**config.mk**
```make
export PLATFORM = sky130hd
export DESIGN_NAME = csi_frame_serializer_unit_flat
export DESIGN_NICKNAME = d
export VERILOG_FILES = /design/src/rtl/core/csifs_pkg.sv /design/src/rtl/core/csifs_req_if.sv /design/src/rtl/core/csifs_rsp_if.sv /design/src/rtl/core/csifs_queue.sv /design/src/rtl/core/csifs_front.sv /design/src/rtl/core/csifs_back.sv /design/src/rtl/core/csi_frame_serializer_unit.sv /design/src/flat_wrapper.sv
export SDC_FILE = /design/constraint.sdc
export NUM_CORES = 1
export LEC_CHECK = 0
export ABC_CLOCK_PERIOD_IN_PS = 4300
export BUFFER_PORTS_ARGS = -buffer_cell sky130_fd_sc_hd__buf_2
export CAP_MARGIN = 0
export CORE_MARGIN = 2
export CORE_UTILIZATION = 40
export DETAILED_ROUTE_END_ITERATION = 10
export PLACE_DENSITY = 0.57
export SLEW_MARGIN = 30
export SYNTH_ARGS = -nofsm -noshare
export SYNTH_HDL_FRONTEND = slang
export SYNTH_SLANG_ARGS = --single-unit
```
**constraint.sdc**
```tcl
create_clock -name clock -period 4.3 [get_ports clock]
set_clock_uncertainty 0.15 [all_clocks]
set_input_delay 0.43 -clock clock [delete_from_list [all_inputs] [get_ports clock]]
set_output_delay 0.43 -clock clock [all_outputs]
set_load 0.02 [all_outputs]
```
**src/rtl/core/csifs_pkg.sv**
```systemverilog
package csifs_pkg;

   // fixed field widths
   localparam int MAC_W    = 48;
   localparam int LEN_W    = 16;
   localparam int FREQ_W   = 13;
   localparam int SEQ_W    = 32;
   localparam int HDR_BYTES = 20;
   localparam int HDR_IDX_W = 5;

   // job queue between front and back
   localparam int QUEUE_DEPTH = 4;
   localparam int QUEUE_IDX_W = 2;
   localparam int QUEUE_CNT_W = 3;

   // request kinds
   localparam logic REQ_START = 1'b0;
   localparam logic REQ_DATA  = 1'b1;

   // drop reasons
   localparam logic [1:0] DROP_MAC     = 2'd0;
   localparam logic [1:0] DROP_SHORT   = 2'd1;
   localparam logic [1:0] DROP_NO_FREQ = 2'd2;
   localparam logic [1:0] DROP_LARGE   = 2'd3;

   // register indexes
   localparam logic [2:0] REG_NODE_ID    = 3'd0;
   localparam logic [2:0] REG_BAND_5G    = 3'd1;
   localparam logic [2:0] REG_MAC_EN     = 3'd2;
   localparam logic [2:0] REG_MAC_VALUE  = 3'd3;
   localparam logic [2:0] REG_SKIP_INVAL = 3'd4;

   // header constants
   localparam logic [31:0] FRAME_MAGIC  = 32'hC511_0001;
   localparam logic [7:0]  NUM_ANTENNAS = 8'd1;
   localparam logic [FREQ_W-1:0] FREQ_CH14    = 13'd2484;
   localparam logic [FREQ_W-1:0] FREQ_BASE_2G = 13'd2407;
   localparam logic [FREQ_W-1:0] FREQ_BASE_5G = 13'd5000;

   typedef enum logic [1:0] {
      JOB_HEADER,
      JOB_DATA,
      JOB_DROP
   } job_kind_type;

   typedef struct packed {
      logic [7:0]       node_id;
      logic             band_5g;
      logic             mac_filter_enable;
      logic [MAC_W-1:0] mac_filter_value;
      logic             skip_invalid_word;
   } cfg_type;

   typedef struct packed {
      job_kind_type      kind;
      logic [7:0]        data;      // payload byte
      logic              last;
      logic [1:0]        reason;
      logic [7:0]        node_id;
      logic [LEN_W-1:0]  nsub;
      logic [FREQ_W-1:0] freq;
      logic [SEQ_W-1:0]  seq;
      logic [7:0]        rssi;
      logic [7:0]        nf_dbm;
   } job_type;

   typedef struct packed {
      logic full;
      logic empty;
   } queue_stat_type;

endpackage

```
**src/rtl/core/csifs_req_if.sv**
```systemverilog
interface csifs_req_if;
   logic                        valid;
   logic                        ready;
   logic                        req_type;
   logic [csifs_pkg::MAC_W-1:0] src_mac;
   logic [csifs_pkg::LEN_W-1:0] iq_len;
   logic [7:0]                  channel;
   logic signed [7:0]           rssi;
   logic signed [7:0]           nf_dbm;
   logic                        bad_lead_pair;
   logic [7:0]                  data_byte;

   modport source (output valid, req_type, src_mac, iq_len, channel, rssi, nf_dbm,
                   bad_lead_pair, data_byte, input ready);
   modport sink (input valid, req_type, src_mac, iq_len, channel, rssi, nf_dbm,
                 bad_lead_pair, data_byte, output ready);
endinterface

```
**src/rtl/core/csifs_rsp_if.sv**
```systemverilog
interface csifs_rsp_if;
   logic       valid;
   logic       ready;
   logic [7:0] out_byte;
   logic       frame_last;
   logic       dropped;
   logic [1:0] drop_reason;

   modport source (output valid, out_byte, frame_last, dropped, drop_reason, input ready);
   modport sink (input valid, out_byte, frame_last, dropped, drop_reason, output ready);
endinterface

```
**src/rtl/core/csifs_queue.sv**
```systemverilog
module csifs_queue (
   input  logic                clock,
   input  logic                reset,
   input  logic                push,
   input  csifs_pkg::job_type  push_job,
   input  logic                pop,
   output csifs_pkg::job_type  head_job,
   output csifs_pkg::queue_stat_type stat
);

   csifs_pkg::job_type mem_ff [csifs_pkg::QUEUE_DEPTH];
   logic [csifs_pkg::QUEUE_IDX_W-1:0] wr_ptr_ff, wr_ptr_in;
   logic [csifs_pkg::QUEUE_IDX_W-1:0] rd_ptr_ff, rd_ptr_in;
   logic [csifs_pkg::QUEUE_CNT_W-1:0] count_ff, count_in;
   logic do_push, do_pop;

   // push only when room, pop only when something is held
   always_comb begin
      stat.full  = (count_ff == csifs_pkg::QUEUE_CNT_W'(csifs_pkg::QUEUE_DEPTH));
      stat.empty = (count_ff == '0);
      do_push    = push && !stat.full;
      do_pop     = pop && !stat.empty;
      wr_ptr_in  = do_push ? wr_ptr_ff + 1'b1 : wr_ptr_ff;
      rd_ptr_in  = do_pop ? rd_ptr_ff + 1'b1 : rd_ptr_ff;
      count_in   = count_ff;
      if (do_push && !do_pop) begin
         count_in = count_ff + 1'b1;
      end else if (do_pop && !do_push) begin
         count_in = count_ff - 1'b1;
      end
      head_job = mem_ff[rd_ptr_ff];
   end

   always_ff @(posedge clock) begin
      if (reset) begin
         wr_ptr_ff <= '0;
         rd_ptr_ff <= '0;
         count_ff  <= '0;
      end else begin
         wr_ptr_ff <= wr_ptr_in;
         rd_ptr_ff <= rd_ptr_in;
         count_ff  <= count_in;
      end
   end

   // storage
   always_ff @(posedge clock) begin
      if (do_push) begin
         mem_ff[wr_ptr_ff] <= push_job;
      end
   end

endmodule

```
**src/rtl/core/csifs_front.sv**
```systemverilog
module csifs_front #(
   parameter int MAX_FRAME_BYTES = 532
) (
   input  logic               clock,
   input  logic               reset,
   csifs_req_if.sink          req_if,
   input  csifs_pkg::cfg_type cfg,
   input  logic               queue_full,
   output logic               push,
   output csifs_pkg::job_type push_job
);

   localparam logic [csifs_pkg::LEN_W:0] PLEN_LIMIT =
      (csifs_pkg::LEN_W+1)'(MAX_FRAME_BYTES - csifs_pkg::HDR_BYTES);

   logic [csifs_pkg::SEQ_W-1:0] seq_ff, seq_in;
   logic [csifs_pkg::LEN_W-1:0] bytes_left_ff, bytes_left_in;
   logic [1:0]                  skip_left_ff, skip_left_in;
   logic                        open_ff, open_in;

   logic                        accept;
   logic                        skip_take;
   logic                        too_short;
   logic                        too_large;
   logic                        mac_miss;
   logic [csifs_pkg::LEN_W-1:0] plen;
   logic [csifs_pkg::FREQ_W-1:0] freq;
   logic [csifs_pkg::FREQ_W-1:0] ch_x5;
   logic                        freq_ok;
   logic                        is_last;

   assign req_if.ready = !queue_full;
   assign accept = req_if.valid && req_if.ready;

   // start checks
   always_comb begin
      mac_miss  = cfg.mac_filter_enable && (req_if.src_mac != cfg.mac_filter_value);
      skip_take = cfg.skip_invalid_word && req_if.bad_lead_pair &&
                  (req_if.iq_len > 16'd2);
      too_short = skip_take ? (req_if.iq_len < 16'd4) : (req_if.iq_len < 16'd2);
      plen      = skip_take ? req_if.iq_len - 16'd2 : req_if.iq_len;
      too_large = ({1'b0, plen} > PLEN_LIMIT);
   end

   // centre frequency from band and channel
   always_comb begin
      ch_x5   = {3'b000, req_if.channel, 2'b00} + {5'b00000, req_if.channel};
      freq    = '0;
      freq_ok = 1'b0;
      if (cfg.band_5g) begin
         if (req_if.channel inside {[8'd36:8'd177]}) begin
            freq    = csifs_pkg::FREQ_BASE_5G + ch_x5;
            freq_ok = 1'b1;
         end
      end else if (req_if.channel inside {[8'd1:8'd13]}) begin
         freq    = csifs_pkg::FREQ_BASE_2G + ch_x5;
         freq_ok = 1'b1;
      end else if (req_if.channel == 8'd14) begin
         freq    = csifs_pkg::FREQ_CH14;
         freq_ok = 1'b1;
      end
   end

   // classify the item, build the job and the next frame state
   always_comb begin
      seq_in        = seq_ff;
      bytes_left_in = bytes_left_ff;
      skip_left_in  = skip_left_ff;
      open_in       = open_ff;
      push          = 1'b0;
      is_last       = (bytes_left_ff == 16'd1);

      push_job             = '0;
      push_job.kind        = csifs_pkg::JOB_DATA;
      push_job.data        = req_if.data_byte;
      push_job.node_id     = cfg.node_id;
      push_job.nsub        = {1'b0, plen[csifs_pkg::LEN_W-1:1]};
      push_job.freq        = freq;
      push_job.seq         = seq_ff;
      push_job.rssi        = req_if.rssi;
      push_job.nf_dbm      = req_if.nf_dbm;

      if (accept) begin
         if (req_if.req_type == csifs_pkg::REQ_START) begin
            open_in       = 1'b0;
            bytes_left_in = '0;
            skip_left_in  = '0;
            push          = 1'b1;
            push_job.kind = csifs_pkg::JOB_DROP;
            push_job.last = 1'b1;
            if (mac_miss) begin
               push_job.reason = csifs_pkg::DROP_MAC;
            end else if (too_short) begin
               push_job.reason = csifs_pkg::DROP_SHORT;
            end else if (too_large) begin
               push_job.reason = csifs_pkg::DROP_LARGE;
            end else if (!freq_ok) begin
               push_job.reason = csifs_pkg::DROP_NO_FREQ;
            end else begin
               push_job.kind = csifs_pkg::JOB_HEADER;
               push_job.last = 1'b0;
               seq_in        = seq_ff + 1'b1;
               open_in       = 1'b1;
               bytes_left_in = plen;
               skip_left_in  = skip_take ? 2'd2 : 2'd0;
            end
         end else if (open_ff) begin
            if (skip_left_ff != '0) begin
               skip_left_in = skip_left_ff - 1'b1;
            end else begin
               push          = 1'b1;
               push_job.last = is_last;
               bytes_left_in = bytes_left_ff - 1'b1;
               if (is_last) begin
                  open_in = 1'b0;
               end
            end
         end
      end
   end

   always_ff @(posedge clock) begin
      if (reset) begin
         seq_ff        <= '0;
         bytes_left_ff <= '0;
         skip_left_ff  <= '0;
         open_ff       <= 1'b0;
      end else begin
         seq_ff        <= seq_in;
         bytes_left_ff <= bytes_left_in;
         skip_left_ff  <= skip_left_in;
         open_ff       <= open_in;
      end
   end

endmodule

```
**src/rtl/core/csifs_back.sv**
```systemverilog
module csifs_back (
   input  logic                       clock,
   input  logic                       reset,
   input  csifs_pkg::job_type         head_job,
   input  csifs_pkg::queue_stat_type  stat,
   output logic                       pop,
   csifs_rsp_if.source                rsp_if
);

   logic [csifs_pkg::HDR_IDX_W-1:0] hdr_idx_ff, hdr_idx_in;
   logic       valid_ff, valid_in;
   logic [7:0] byte_ff, byte_in;
   logic       last_ff, last_in;
   logic       drop_ff, drop_in;
   logic [1:0] reason_ff, reason_in;
   logic       load;
   logic       hdr_end;
   logic [7:0] hdr_byte;

   // header byte select, little-endian fields
   always_comb begin
      case (hdr_idx_ff)
         5'd0:    hdr_byte = csifs_pkg::FRAME_MAGIC[7:0];
         5'd1:    hdr_byte = csifs_pkg::FRAME_MAGIC[15:8];
         5'd2:    hdr_byte = csifs_pkg::FRAME_MAGIC[23:16];
         5'd3:    hdr_byte = csifs_pkg::FRAME_MAGIC[31:24];
         5'd4:    hdr_byte = head_job.node_id;
         5'd5:    hdr_byte = csifs_pkg::NUM_ANTENNAS;
         5'd6:    hdr_byte = head_job.nsub[7:0];
         5'd7:    hdr_byte = head_job.nsub[15:8];
         5'd8:    hdr_byte = head_job.freq[7:0];
         5'd9:    hdr_byte = {3'b000, head_job.freq[csifs_pkg::FREQ_W-1:8]};
         5'd12:   hdr_byte = head_job.seq[7:0];
         5'd13:   hdr_byte = head_job.seq[15:8];
         5'd14:   hdr_byte = head_job.seq[23:16];
         5'd15:   hdr_byte = head_job.seq[31:24];
         5'd16:   hdr_byte = head_job.rssi;
         5'd17:   hdr_byte = head_job.nf_dbm;
         default: hdr_byte = 8'h00;
      endcase
   end

   // output register refills from the queue head whenever it is empty or being taken and the queue holds a job
   always_comb begin
      load      = !stat.empty && (!valid_ff || rsp_if.ready);
      hdr_end   = (hdr_idx_ff == csifs_pkg::HDR_IDX_W'(csifs_pkg::HDR_BYTES - 1));
      pop       = 1'b0;
      hdr_idx_in = hdr_idx_ff;
      valid_in  = valid_ff && !rsp_if.ready;
      byte_in   = byte_ff;
      last_in   = last_ff;
      drop_in   = drop_ff;
      reason_in = reason_ff;
      if (load) begin
         valid_in  = 1'b1;
         last_in   = head_job.last;
         drop_in   = 1'b0;
         reason_in = csifs_pkg::DROP_MAC;
         case (head_job.kind)
            csifs_pkg::JOB_HEADER: begin
               byte_in    = hdr_byte;
               pop        = hdr_end;
               hdr_idx_in = hdr_end ? '0 : hdr_idx_ff + 1'b1;
            end
            csifs_pkg::JOB_DROP: begin
               byte_in   = 8'h00;
               drop_in   = 1'b1;
               reason_in = head_job.reason;
               pop       = 1'b1;
            end
            default: begin
               byte_in = head_job.data;
               pop     = 1'b1;
            end
         endcase
      end
   end

   always_ff @(posedge clock) begin
      if (reset) begin
         valid_ff   <= 1'b0;
         hdr_idx_ff <= '0;
      end else begin
         valid_ff   <= valid_in;
         hdr_idx_ff <= hdr_idx_in;
      end
   end

   always_ff @(posedge clock) begin
      byte_ff   <= byte_in;
      last_ff   <= last_in;
      drop_ff   <= drop_in;
      reason_ff <= reason_in;
   end

   assign rsp_if.valid       = valid_ff;
   assign rsp_if.out_byte    = byte_ff;
   assign rsp_if.frame_last  = last_ff;
   assign rsp_if.dropped     = drop_ff;
   assign rsp_if.drop_reason = reason_ff;

endmodule

```
**src/rtl/core/csi_frame_serializer_unit.sv**
```systemverilog
// Channel   Dir  Handshake        Carries
// req_if    in   valid/ready      start descriptor or one I/Q data byte
// rsp_if    out  valid/ready      header byte, payload byte or drop report
// csr_*     in   APB, pready = 1  node id, band, MAC filter, skip control
//
// A data item gives at most one byte. A start item's twenty header bytes leave
// the back end one per cycle while rsp_if.ready is high, so the output port sets
// the sustained rate. A four-entry job queue lets the front keep taking items
// while header bytes drain; req_if.ready drops only when that queue is full.
// Reset is synchronous and clears sequence, frame state, queue and output valid;
// no clearing pass is needed.
module csi_frame_serializer_unit #(
   parameter int MAX_FRAME_BYTES = 532
) (
   input  logic        clock,
   input  logic        reset,
   csifs_req_if.sink   req_if,
   csifs_rsp_if.source rsp_if,
   input  logic        csr_psel,
   input  logic        csr_penable,
   input  logic        csr_pwrite,
   input  logic [5:0]  csr_paddr,
   input  logic [63:0] csr_pwdata,
   output logic [63:0] csr_prdata,
   output logic        csr_pready
);

   csifs_pkg::cfg_type        cfg_ff, cfg_in;
   csifs_pkg::job_type        push_job, head_job;
   csifs_pkg::queue_stat_type stat;
   logic       push, pop;
   logic       wr_en;
   logic [2:0] reg_idx;

   // register file
   assign csr_pready = 1'b1;
   assign reg_idx    = csr_paddr[5:3];
   assign wr_en      = csr_psel && csr_penable && csr_pwrite && csr_pready;

   always_comb begin
      cfg_in = cfg_ff;
      if (wr_en) begin
         case (reg_idx)
            csifs_pkg::REG_NODE_ID:    cfg_in.node_id = csr_pwdata[7:0];
            csifs_pkg::REG_BAND_5G:    cfg_in.band_5g = csr_pwdata[0];
            csifs_pkg::REG_MAC_EN:     cfg_in.mac_filter_enable = csr_pwdata[0];
            csifs_pkg::REG_MAC_VALUE:
               cfg_in.mac_filter_value = csr_pwdata[csifs_pkg::MAC_W-1:0];
            csifs_pkg::REG_SKIP_INVAL: cfg_in.skip_invalid_word = csr_pwdata[0];
            default: ;
         endcase
      end
   end

   always_comb begin
      case (reg_idx)
         csifs_pkg::REG_NODE_ID:    csr_prdata = {56'd0, cfg_ff.node_id};
         csifs_pkg::REG_BAND_5G:    csr_prdata = {63'd0, cfg_ff.band_5g};
         csifs_pkg::REG_MAC_EN:     csr_prdata = {63'd0, cfg_ff.mac_filter_enable};
         csifs_pkg::REG_MAC_VALUE:  csr_prdata = {16'd0, cfg_ff.mac_filter_value};
         csifs_pkg::REG_SKIP_INVAL: csr_prdata = {63'd0, cfg_ff.skip_invalid_word};
         default:                   csr_prdata = 64'd0;
      endcase
   end

   // skip control comes out of reset enabled, everything else cleared
   always_ff @(posedge clock) begin
      if (reset) begin
         cfg_ff <= '{node_id: 8'd0, band_5g: 1'b0, mac_filter_enable: 1'b0,
                     mac_filter_value: '0, skip_invalid_word: 1'b1};
      end else begin
         cfg_ff <= cfg_in;
      end
   end

   csifs_front #(
      .MAX_FRAME_BYTES (MAX_FRAME_BYTES)
   ) u_front (
      .clock      (clock),
      .reset      (reset),
      .req_if     (req_if),
      .cfg        (cfg_ff),
      .queue_full (stat.full),
      .push       (push),
      .push_job   (push_job)
   );

   csifs_queue u_queue (
      .clock    (clock),
      .reset    (reset),
      .push     (push),
      .push_job (push_job),
      .pop      (pop),
      .head_job (head_job),
      .stat     (stat)
   );

   csifs_back u_back (
      .clock    (clock),
      .reset    (reset),
      .head_job (head_job),
      .stat     (stat),
      .pop      (pop),
      .rsp_if   (rsp_if)
   );

endmodule

```
**src/flat_wrapper.sv**
```systemverilog
// flat-port wrapper written by rule: the top's interface ports become plain ports
module csi_frame_serializer_unit_flat 
#(
   parameter int MAX_FRAME_BYTES = 532
)
  (clock, reset, csr_psel, csr_penable, csr_pwrite, csr_paddr, csr_pwdata, csr_prdata, csr_pready, req_if_valid, req_if_req_type, req_if_src_mac, req_if_iq_len, req_if_channel, req_if_rssi, req_if_nf_dbm, req_if_bad_lead_pair, req_if_data_byte, req_if_ready, rsp_if_valid, rsp_if_out_byte, rsp_if_frame_last, rsp_if_dropped, rsp_if_drop_reason, rsp_if_ready);
  csifs_req_if req_if_i ();
  csifs_rsp_if rsp_if_i ();
  input  logic clock;
  input  logic reset;
  input  logic csr_psel;
  input  logic csr_penable;
  input  logic csr_pwrite;
  input  logic [5:0] csr_paddr;
  input  logic [63:0] csr_pwdata;
  output logic [63:0] csr_prdata;
  output logic csr_pready;
  input wire logic [$bits(req_if_i.valid)-1:0] req_if_valid;
  input wire logic [$bits(req_if_i.req_type)-1:0] req_if_req_type;
  input wire logic [$bits(req_if_i.src_mac)-1:0] req_if_src_mac;
  input wire logic [$bits(req_if_i.iq_len)-1:0] req_if_iq_len;
  input wire logic [$bits(req_if_i.channel)-1:0] req_if_channel;
  input wire logic [$bits(req_if_i.rssi)-1:0] req_if_rssi;
  input wire logic [$bits(req_if_i.nf_dbm)-1:0] req_if_nf_dbm;
  input wire logic [$bits(req_if_i.bad_lead_pair)-1:0] req_if_bad_lead_pair;
  input wire logic [$bits(req_if_i.data_byte)-1:0] req_if_data_byte;
  output wire logic [$bits(req_if_i.ready)-1:0] req_if_ready;
  output wire logic [$bits(rsp_if_i.valid)-1:0] rsp_if_valid;
  output wire logic [$bits(rsp_if_i.out_byte)-1:0] rsp_if_out_byte;
  output wire logic [$bits(rsp_if_i.frame_last)-1:0] rsp_if_frame_last;
  output wire logic [$bits(rsp_if_i.dropped)-1:0] rsp_if_dropped;
  output wire logic [$bits(rsp_if_i.drop_reason)-1:0] rsp_if_drop_reason;
  input wire logic [$bits(rsp_if_i.ready)-1:0] rsp_if_ready;
  assign req_if_i.valid = req_if_valid;
  assign req_if_i.req_type = req_if_req_type;
  assign req_if_i.src_mac = req_if_src_mac;
  assign req_if_i.iq_len = req_if_iq_len;
  assign req_if_i.channel = req_if_channel;
  assign req_if_i.rssi = req_if_rssi;
  assign req_if_i.nf_dbm = req_if_nf_dbm;
  assign req_if_i.bad_lead_pair = req_if_bad_lead_pair;
  assign req_if_i.data_byte = req_if_data_byte;
  assign req_if_ready = req_if_i.ready;
  assign rsp_if_valid = rsp_if_i.valid;
  assign rsp_if_out_byte = rsp_if_i.out_byte;
  assign rsp_if_frame_last = rsp_if_i.frame_last;
  assign rsp_if_dropped = rsp_if_i.dropped;
  assign rsp_if_drop_reason = rsp_if_i.drop_reason;
  assign rsp_if_i.ready = rsp_if_ready;
  csi_frame_serializer_unit #(.MAX_FRAME_BYTES(MAX_FRAME_BYTES)) u_core (.clock(clock), .reset(reset), .req_if(req_if_i), .rsp_if(rsp_if_i), .csr_psel(csr_psel), .csr_penable(csr_penable), .csr_pwrite(csr_pwrite), .csr_paddr(csr_paddr), .csr_pwdata(csr_pwdata), .csr_prdata(csr_prdata), .csr_pready(csr_pready));
endmodule
```
# Yosys cells after proc, flatten, opt, wreduce, memory -nomap -nowiden
# Memory sizes are Yosys's and may differ from the RTL's. A register that Yosys moved wholly into a read port is not among the register bits.
# Cells that the tools add are included.
# totals
regBits,135
ramBits,388
in_bits,175
output_inout_bits,79
word_cells,176
memories,1
# op_classes
addsub,12
n_lt_le_gt_ge,8
n_eq_ne,27
mux,69
bitwise_logic,4
reduce_logical,37
# memory_table
name,words,word_bits,read_ports,rd_ports_with_merged_regs,write_ports,line_no,rtl
u_core.u_queue.mem_ff,4,97,1,1,1,csifs_queue.sv:11,csifs_pkg::job_type mem_ff [csifs_pkg::QUEUE_DEPTH];
# ops
operator,n
$pmux 48 s5,1
$mux 16,8
$pmux 8 s14,1
$ne 48x48->1,1
$mux 2,20
$mux 13,3
$add 32x1->32 const B,1
$eq 5x4->1 const B,6
$mux 1,30
$eq 5x3->1 const B,4
$eq 16x1->1 const B,1
$gt 16x10->1 const B,1
$gt 16x2->1 const B,1
$lt 16x2->1 const B,1
$lt 16x3->1 const B,1
$pmux 8 s2,1
$sub 16x1->16 const B,1
$sub 16x2->16 const B,1
$eq 5x5->1 const B,3
$logic_and 1x1->1,14
$add 12x11->13 const A,1
$add 13x11->13 const A,1
$mux 12,1
$reduce_and 2->1,6
30 further kinds,48

# Longest topological paths before layout
# Gate-level depths: netlist of the first run.
# logic_depth
ltp_word,10
depth_mapped,13
mapped_depth_nobuf,11

# Cells and area by module
# Synthesis of the first run repeated with hierarchy kept, for this count alone.
# unflattened
hier_cells,1746
area_unflattened_um2,24233.2
# by_module_without_submodules
mod,n_inst,cells_per_inst,area_each_um2
csifs_queue,1,560,14584.0
csifs_front,1,655,4779.6
csi_frame_serializer_unit,1,337,3163.0
csifs_back,1,194,1706.6

# Worst setup path before layout of the first run
# No wires, ideal clock.
# synth_path
kind,register to register
startpoint,register u_core.u_queue.count_ff[0] (netlist name)
endpoint,memory u_core.u_queue.mem_ff[1][0] (netlist name) (enable)
setup_time_ns,0.467
arrival_time_ns,3.905
required_time_ns,3.683
path_slack_ns,-0.222
stages_incl_launch_ff,8
n_path_buf,2
synth_period_minus_slack_ns,4.522
path_cell_list,dfxtp_1 > or3b_2 > nand2_1 > a21o_1 > inv_1 > clkbuf_1 > buf_1 > and2_1
# synth_via
elab_chain_cells,7
# synth_rtl
element,line_no,rtl
start: declaration,csifs_queue.sv:14,"logic [csifs_pkg::QUEUE_CNT_W-1:0] count_ff, count_in;"
start signal: assignment,csifs_queue.sv:42,count_ff <= count_in;
$eq 3x3->1 (*),csifs_queue.sv:19,stat.full = (count_ff == csifs_pkg::QUEUE_CNT_W'(csifs_pkg::QUEUE_DEPTH));
$logic_not 1->1 (*),csifs_front.sv:32,assign req_if.ready = !queue_full;
named net req_if_ready,flat_wrapper.sv:27,output wire logic [$bits(req_if_i.ready)-1:0] req_if_ready;
$logic_and 1x1->1,csifs_front.sv:33,assign accept = req_if.valid && req_if.ready;
$mux 1,csifs_front.sv:83,if (accept) begin
$logic_and 1x1->1 (*),csifs_queue.sv:21,do_push = push && !stat.full;
named net u_core.u_queue.do_push,csifs_queue.sv:15,"logic do_push, do_pop;"
$mux 1 (*),csifs_queue.sv:48,if (do_push) begin
$mux 1 (not written as such) (*),csifs_queue.sv:49,mem_ff[wr_ptr_ff] <= push_job;
end: declaration,csifs_queue.sv:11,
# The timed path passes the listed nets; every way through them passes the cells marked *.

==> metrics.txt, run 1 <==
Synth Flop Type edfxtp_1; initial core utilization 40.2%; Hold Vio Cnt, Final 0; synth unique cells 71; Hold-fix buffers, CTS 73; Crit. End Element flip-flop; Overall Power 13300 uW; CP arrival 3.99 ns; max_slew headroom 42.1%; syn avg cell area 13.4 sq um; Ports 254; Post-synth ARST share 0%; ANT nets after route 0; worst skew pair latency 0.60 ns; Worst path most repeated cell o21ai_0; cts bufs inserted 55; CP max FO 35; Setup Viol. Count Final 0; worst-path cell chain buf_12, nand2_1, o21ai_0, buf_4, nand2b_1, o21ai_0, ha_1, inv_1, fa_1, xor2_1, or3_1, a21oi_1; WP data required 4.66 ns; DRC 0; initial antenna violation count 5; Synth top area share 52.0%; Die X-Extent 244 um; Final WS setup 0.677 ns; Post-Synthesis Cell Area 23100 sq um; core box area 57500 sq um; peak per-stage delay on the critical path 0.69 ns; synth warn 0; most frequent cell after synthesis edfxtp_1; status complete, no violations; FMAX 276 MHz; Final period util 84.3%; Final min period 3.62 ns; CP Buf/Inv Count 3; CTS max path bufs 3; clk root buf clkbuf_16; largest net degree at the start of global routing 98; slowest cell on the critical path o21ai_0; layout filler cell count 5028; Post-synth EDFFs 400; DP Wirelength 37600 um; Final Max Tran Viols 0; top cells by area, synth edfxtp_1 52%, dfxtp_1 11%, mux4_2 9.4%; Avg WL per Cell 20.2 um; Die H 244 um; critical path type reg -> reg; Placer Congestion 0.825; worst min-delay path class in -> reg; family with the most delay on the worst path compound AO/OA/AOI/OAI gates; Slew @ Worst Pin 0.864 ns; Yosys top cell by area edfxtp_1; Via Count 15.0k; Iter 0 DRT Violations 1130; max cap viols 0; Post-CTS Setup Inserts 0; RSZ-0062 raised after global routing false; P_leak 0.00989 uW; #FFs+latches synth 525; peak supply drop 0.331 mV; Cells after Synth 1723; Buffers on Ports 217; CTS clock-pin slew for the worst setup and hold paths 0.06 ns; layout cell share with drive strength beyond 1 23.8%; routed vias/inst 5.30; setup TNS 0 ns; vias in the first global route 15.2k; GRT Resource Usage Total 19.1%; # rows 88; Power Dens Cells 479 nW/um^2; first-pass GRT wire length 88000 um; DIE AREA 59700 sq um; synth cell count leaders 400 x edfxtp_1, 184 x nand2_1, 125 x dfxtp_1; CTS tree built; nets@finish 2231; Routed Wire Length 57400 um; hold_ws 0.0581 ns; CTS resizes 0; area added between synthesis and finish 20.4%; drt first pass iters 6; # H-tree levels 2; sequential area share after synthesis 62.8%; Setup Slack @ Placement 0.364 ns; grt ovf 0; CP startpoint kind flip-flop; CTS Sinks 525
==> state kept, by name (all words and copies together) (netlist names), 2 cells and up, named ones only <==
name and cells:
u_core.u_queue.rd_ptr_ff 2, u_core.u_queue.wr_ptr_ff 2, u_core.u_front.seq_ff 32, u_core.u_back.hdr_idx_ff 5, u_core.u_front.skip_left_ff 2, u_core.u_queue.count_ff 3
u_core.cfg_ff 59, u_core.u_queue.mem_ff 388, u_core.u_back.rsp_if.drop_reason 2, u_core.u_back.rsp_if.out_byte 8, u_core.u_front.bytes_left_ff 16
==> cells by family after synthesis <==
kind of cell / after synthesis / share of synthesized area [%]
XOR/XNOR: 73 / 2.77
AND/OR/NAND/NOR: 554 / 11.8
buffers and inverters: 143 / 2.66
multiplexers: 144 / 11.6
other: 2 / 0.0325
AO/OA/AOI/OAI: 253 / 6.74
adder cells (fa/ha/maj): 29 / 1.63
flip-flops: 525 / 62.8
==> power by group <==
group	internal [uW]	switching, uW	total, uW
clock	2930	1960	4890
combinational	1160	1380	2540
sequential	5760	128	5890
total	9850	3470	13300
==> layout by cell type (no fill, tap or decap), drive strengths merged, types with 27 or more instances in the layout <==
cell	Yosys	final
and2	47	47
nor4	33	33
inv	46	48
xor2	58	58
dlygate4sd3	0	73
dfxtp	125	125
a21oi	88	88
o21ai	57	57
nand2	184	184
clkbuf	60	59
mux4	96	96
nor3	38	38
edfxtp	400	400
nor2b	30	30
a22oi	42	42
buf	37	256
ha	27	27
nor2	119	119
mux2	29	29
==> stage by stage <==
stage	std cells	util (%)	area, sq um
after floorplan	1738	-	23200
final	2838	48.4	27800
after detailed placement	2661	43.9	25200
after global placement	2661	43.9	25200
after global routing	2837	48.4	27800
after CTS	2835	48.4	27800
==> worst paths after layout <==
path	startpoint	to	slack (ns)	cells after the start
hold reg to reg	u_core.cfg_ff[10]	u_core.cfg_ff[10]	0.33	2
setup / recovery	flip-flop	u_core.u_queue.count_ff[2]	0.68	12
setup reg to reg	flip-flop	u_core.u_queue.count_ff[2]	0.68	12
hold / removal	req_if_iq_len[0]	u_core.u_front.bytes_left_ff[0]	0.06	3
==> area by class of cell <==
class / instances / area, sq um / area share (%)
diodes: 2 / 5.00 / 0.0180
clock inverters: 42 / 467 / 1.68
flip-flops and latches: 525 / 14500 / 52.2
clock buffers: 59 / 1390 / 5.00
well taps: 765 / 957 / 3.44
multi-input cells: 1070 / 8080 / 29.0
inverters: 46 / 173 / 0.620
repair buffers: 329 / 2240 / 8.06
==> routing by layer <==
metal / wire length [um] / part of all wire (%) / track usage [%] / vias to the layer above
met5: 44 / 0.077 / 0 / -
met4: 2340 / 4.1 / 7.71 / 6
met3: 3240 / 5.6 / 4.03 / 122
met2: 28200 / 49 / 33.1 / 440
met1: 23500 / 41 / 23.4 / 7393
li1: - / - / - / 7082
==> tightest hold or removal path: stages <==
cell     delay (ns)
buf_2          0.14
nand3_1        0.10
a21oi_1        0.07
No activity file was read; power rests on OpenSTA's default activity.
==> run 2: changes to the inputs <==
ABC_CLOCK_PERIOD_IN_PS = 3270   (was 4300)
clock period = 3.27 ns   (was 4.3 ns; I/O delays follow)
==> metrics.txt, run 2 (synthesis gave the netlist of run 1 again) <==
status finished with violations; violated checks setup timing; Setup Slack @ Placement -0.455 ns; CTS clock-pin slew for the worst setup and hold paths 0.06 ns; clk root buf clkbuf_16; Largest Register u_core.u_queue.mem_ff; CP startpoint kind flip-flop; Die X-Extent 244 um; initial core utilization 40.2%; peak supply drop 0.495 mV; Ports 254; max_slew headroom 43.2%; layout filler cell count 4982; Crit. End Element flip-flop; vias in the first global route 16.4k; WP data required 3.61 ns; Power Dens Cells 604 nW/um^2; cts bufs inserted 54; most frequent cells in the layout 400 x edfxtp_1, 216 x buf_2, 183 x nand2_1; Final period util 100%; Final min period 3.28 ns; Avg WL per Cell 20.0 um; CP max FO 8; Die H 244 um; FMAX 305 MHz; Antenna Cells 0; Setup Viol. Count Final 1; Routed Wire Length 59500 um; critical path type reg -> reg; # H-tree levels 2; R2R setup slack -0.01 ns; most common cell after layout, fill and taps aside edfxtp_1; nets@finish 2361; Iter 0 DRT Violations 1085; GRT Resource Usage Total 20.0%; CTS tree built; Finished Core Util 50.9%; biggest regs u_core.u_queue.mem_ff: 388 flops, u_core.cfg_ff: 59 flops, u_core.u_front.seq_ff: 32 flops; DP Wirelength 40200 um; Hold Vio Cnt, Final 0; initial antenna violation count 1; core box area 57500 sq um; P_leak 0.0108 uW; Buffers on Ports 217; max cap viols 0; DIE AREA 59700 sq um; area added between synthesis and finish 26.6%; layout cell share with drive strength beyond 1 30.0%; ANT nets after route 0; CTS Sinks 525; largest net degree at the start of global routing 94; Final Max Tran Viols 0; # rows 88; drt first pass iters 5; Overall Power 17700 uW; RSZ-0062 raised after global routing true; setup TNS -0.0116 ns; first-pass GRT wire length 92600 um; worst min-delay path class in -> reg; Slew @ Worst Pin 0.843 ns; DRC 0; max reg flops 388; worst skew pair latency 0.62 ns; CP arrival 3.62 ns; Via Count 15.6k; CTS max path bufs 3; routed vias/inst 5.27; Placer Congestion 0.842; grt ovf 0; cell count after placement 2786; Final WS setup -0.0116 ns; Layout Cells excl Fill 2968
run 2: changes by cell type in the layout (fill, tap and decap cells not counted), sizes merged:
| cell | before | now |
|---|---|---|
| buf | 256 | 383 |
| bufbuf | 0 | 1 |
| bufinv | 10 | 5 |
| clkbuf | 59 | 77 |
| clkinv | 26 | 15 |
| diode | 2 | 0 |
| dlygate4sd3 | 73 | 75 |
run 2: path summary, 6_finish.rpt:
path | startpoint | to | cells past startpoint
setup / recovery | u_core.cfg_ff[8] | u_core.u_front.seq_ff[5] | 12
hold reg to reg | u_core.u_back.rsp_if.valid | u_core.u_back.rsp_if.valid | 2
setup reg to reg | u_core.cfg_ff[8] | u_core.u_front.seq_ff[5] | 12
hold / removal | csr_paddr[3] | u_core.cfg_ff[49] | 4
run 2: through the flow:
| step | instance area (sq um) | hold slack, ns |
|---|---|---|
| after CTS | 29200 | 0.00773 |
| after global routing | 29300 | 0.0806 |
| final | 29300 | 0.0378 |
| after global placement | 26500 | 0.305 |
| after detailed placement | 26500 | 0.318 |
| after floorplan | 23500 | 0.276 |
run 2: final cells by class:
| cell class | count | area, sq um | area share, % |
|---|---|---|---|
| Tap cell | 765 | 957 | 3.27 |
| Clock buffer | 76 | 1560 | 5.32 |
| Multi-Input combinational cell | 1070 | 8390 | 28.7 |
| Inverter | 46 | 173 | 0.590 |
| Sequential cell | 525 | 14500 | 49.6 |
| Clock inverter | 26 | 302 | 1.03 |
| Timing Repair Buffer | 460 | 3370 | 11.5 |
run 2: what timing repair did:
item | CTS | global route
cloned | 1 | 1
pin swaps | 2 | 3
hold buffers | 75 | 0
endpoints found under the hold margin | 158 | 0
endpoints found under the setup margin | 30 | 27
setup buffers | 0 | 3
gates resized for setup | 4 | 15
run 2: report_power, final:
part | internal, uW | switching (uW)
Sequential | 7570 | 146
Combinational | 1720 | 1880
Clock | 3730 | 2620
Total | 13000 | 4640
run 2: metal layers:
layer  vias to the layer above  track usage [%]  wire (um)
li1                       7339                -          -
met1                      7783             25.7      25200
met2                       430             34.6      29800
met3                        89             3.47       3070
met4                         2             5.81       1450
met5                         -                0         11
run 2: worst max-delay path, stage by stage (launching register included):
cell     delay [ns]
dfxtp_2        0.33
xor2_1         0.15
nor4_1         0.29
buf_4          0.17
nand4_1        0.12
o31ai_2        0.24
buf_4          0.18
nand2_2        0.06
or4b_4         0.58
buf_12         0.19
buf_8          0.13
nor4_4         0.23
mux2_4         0.32
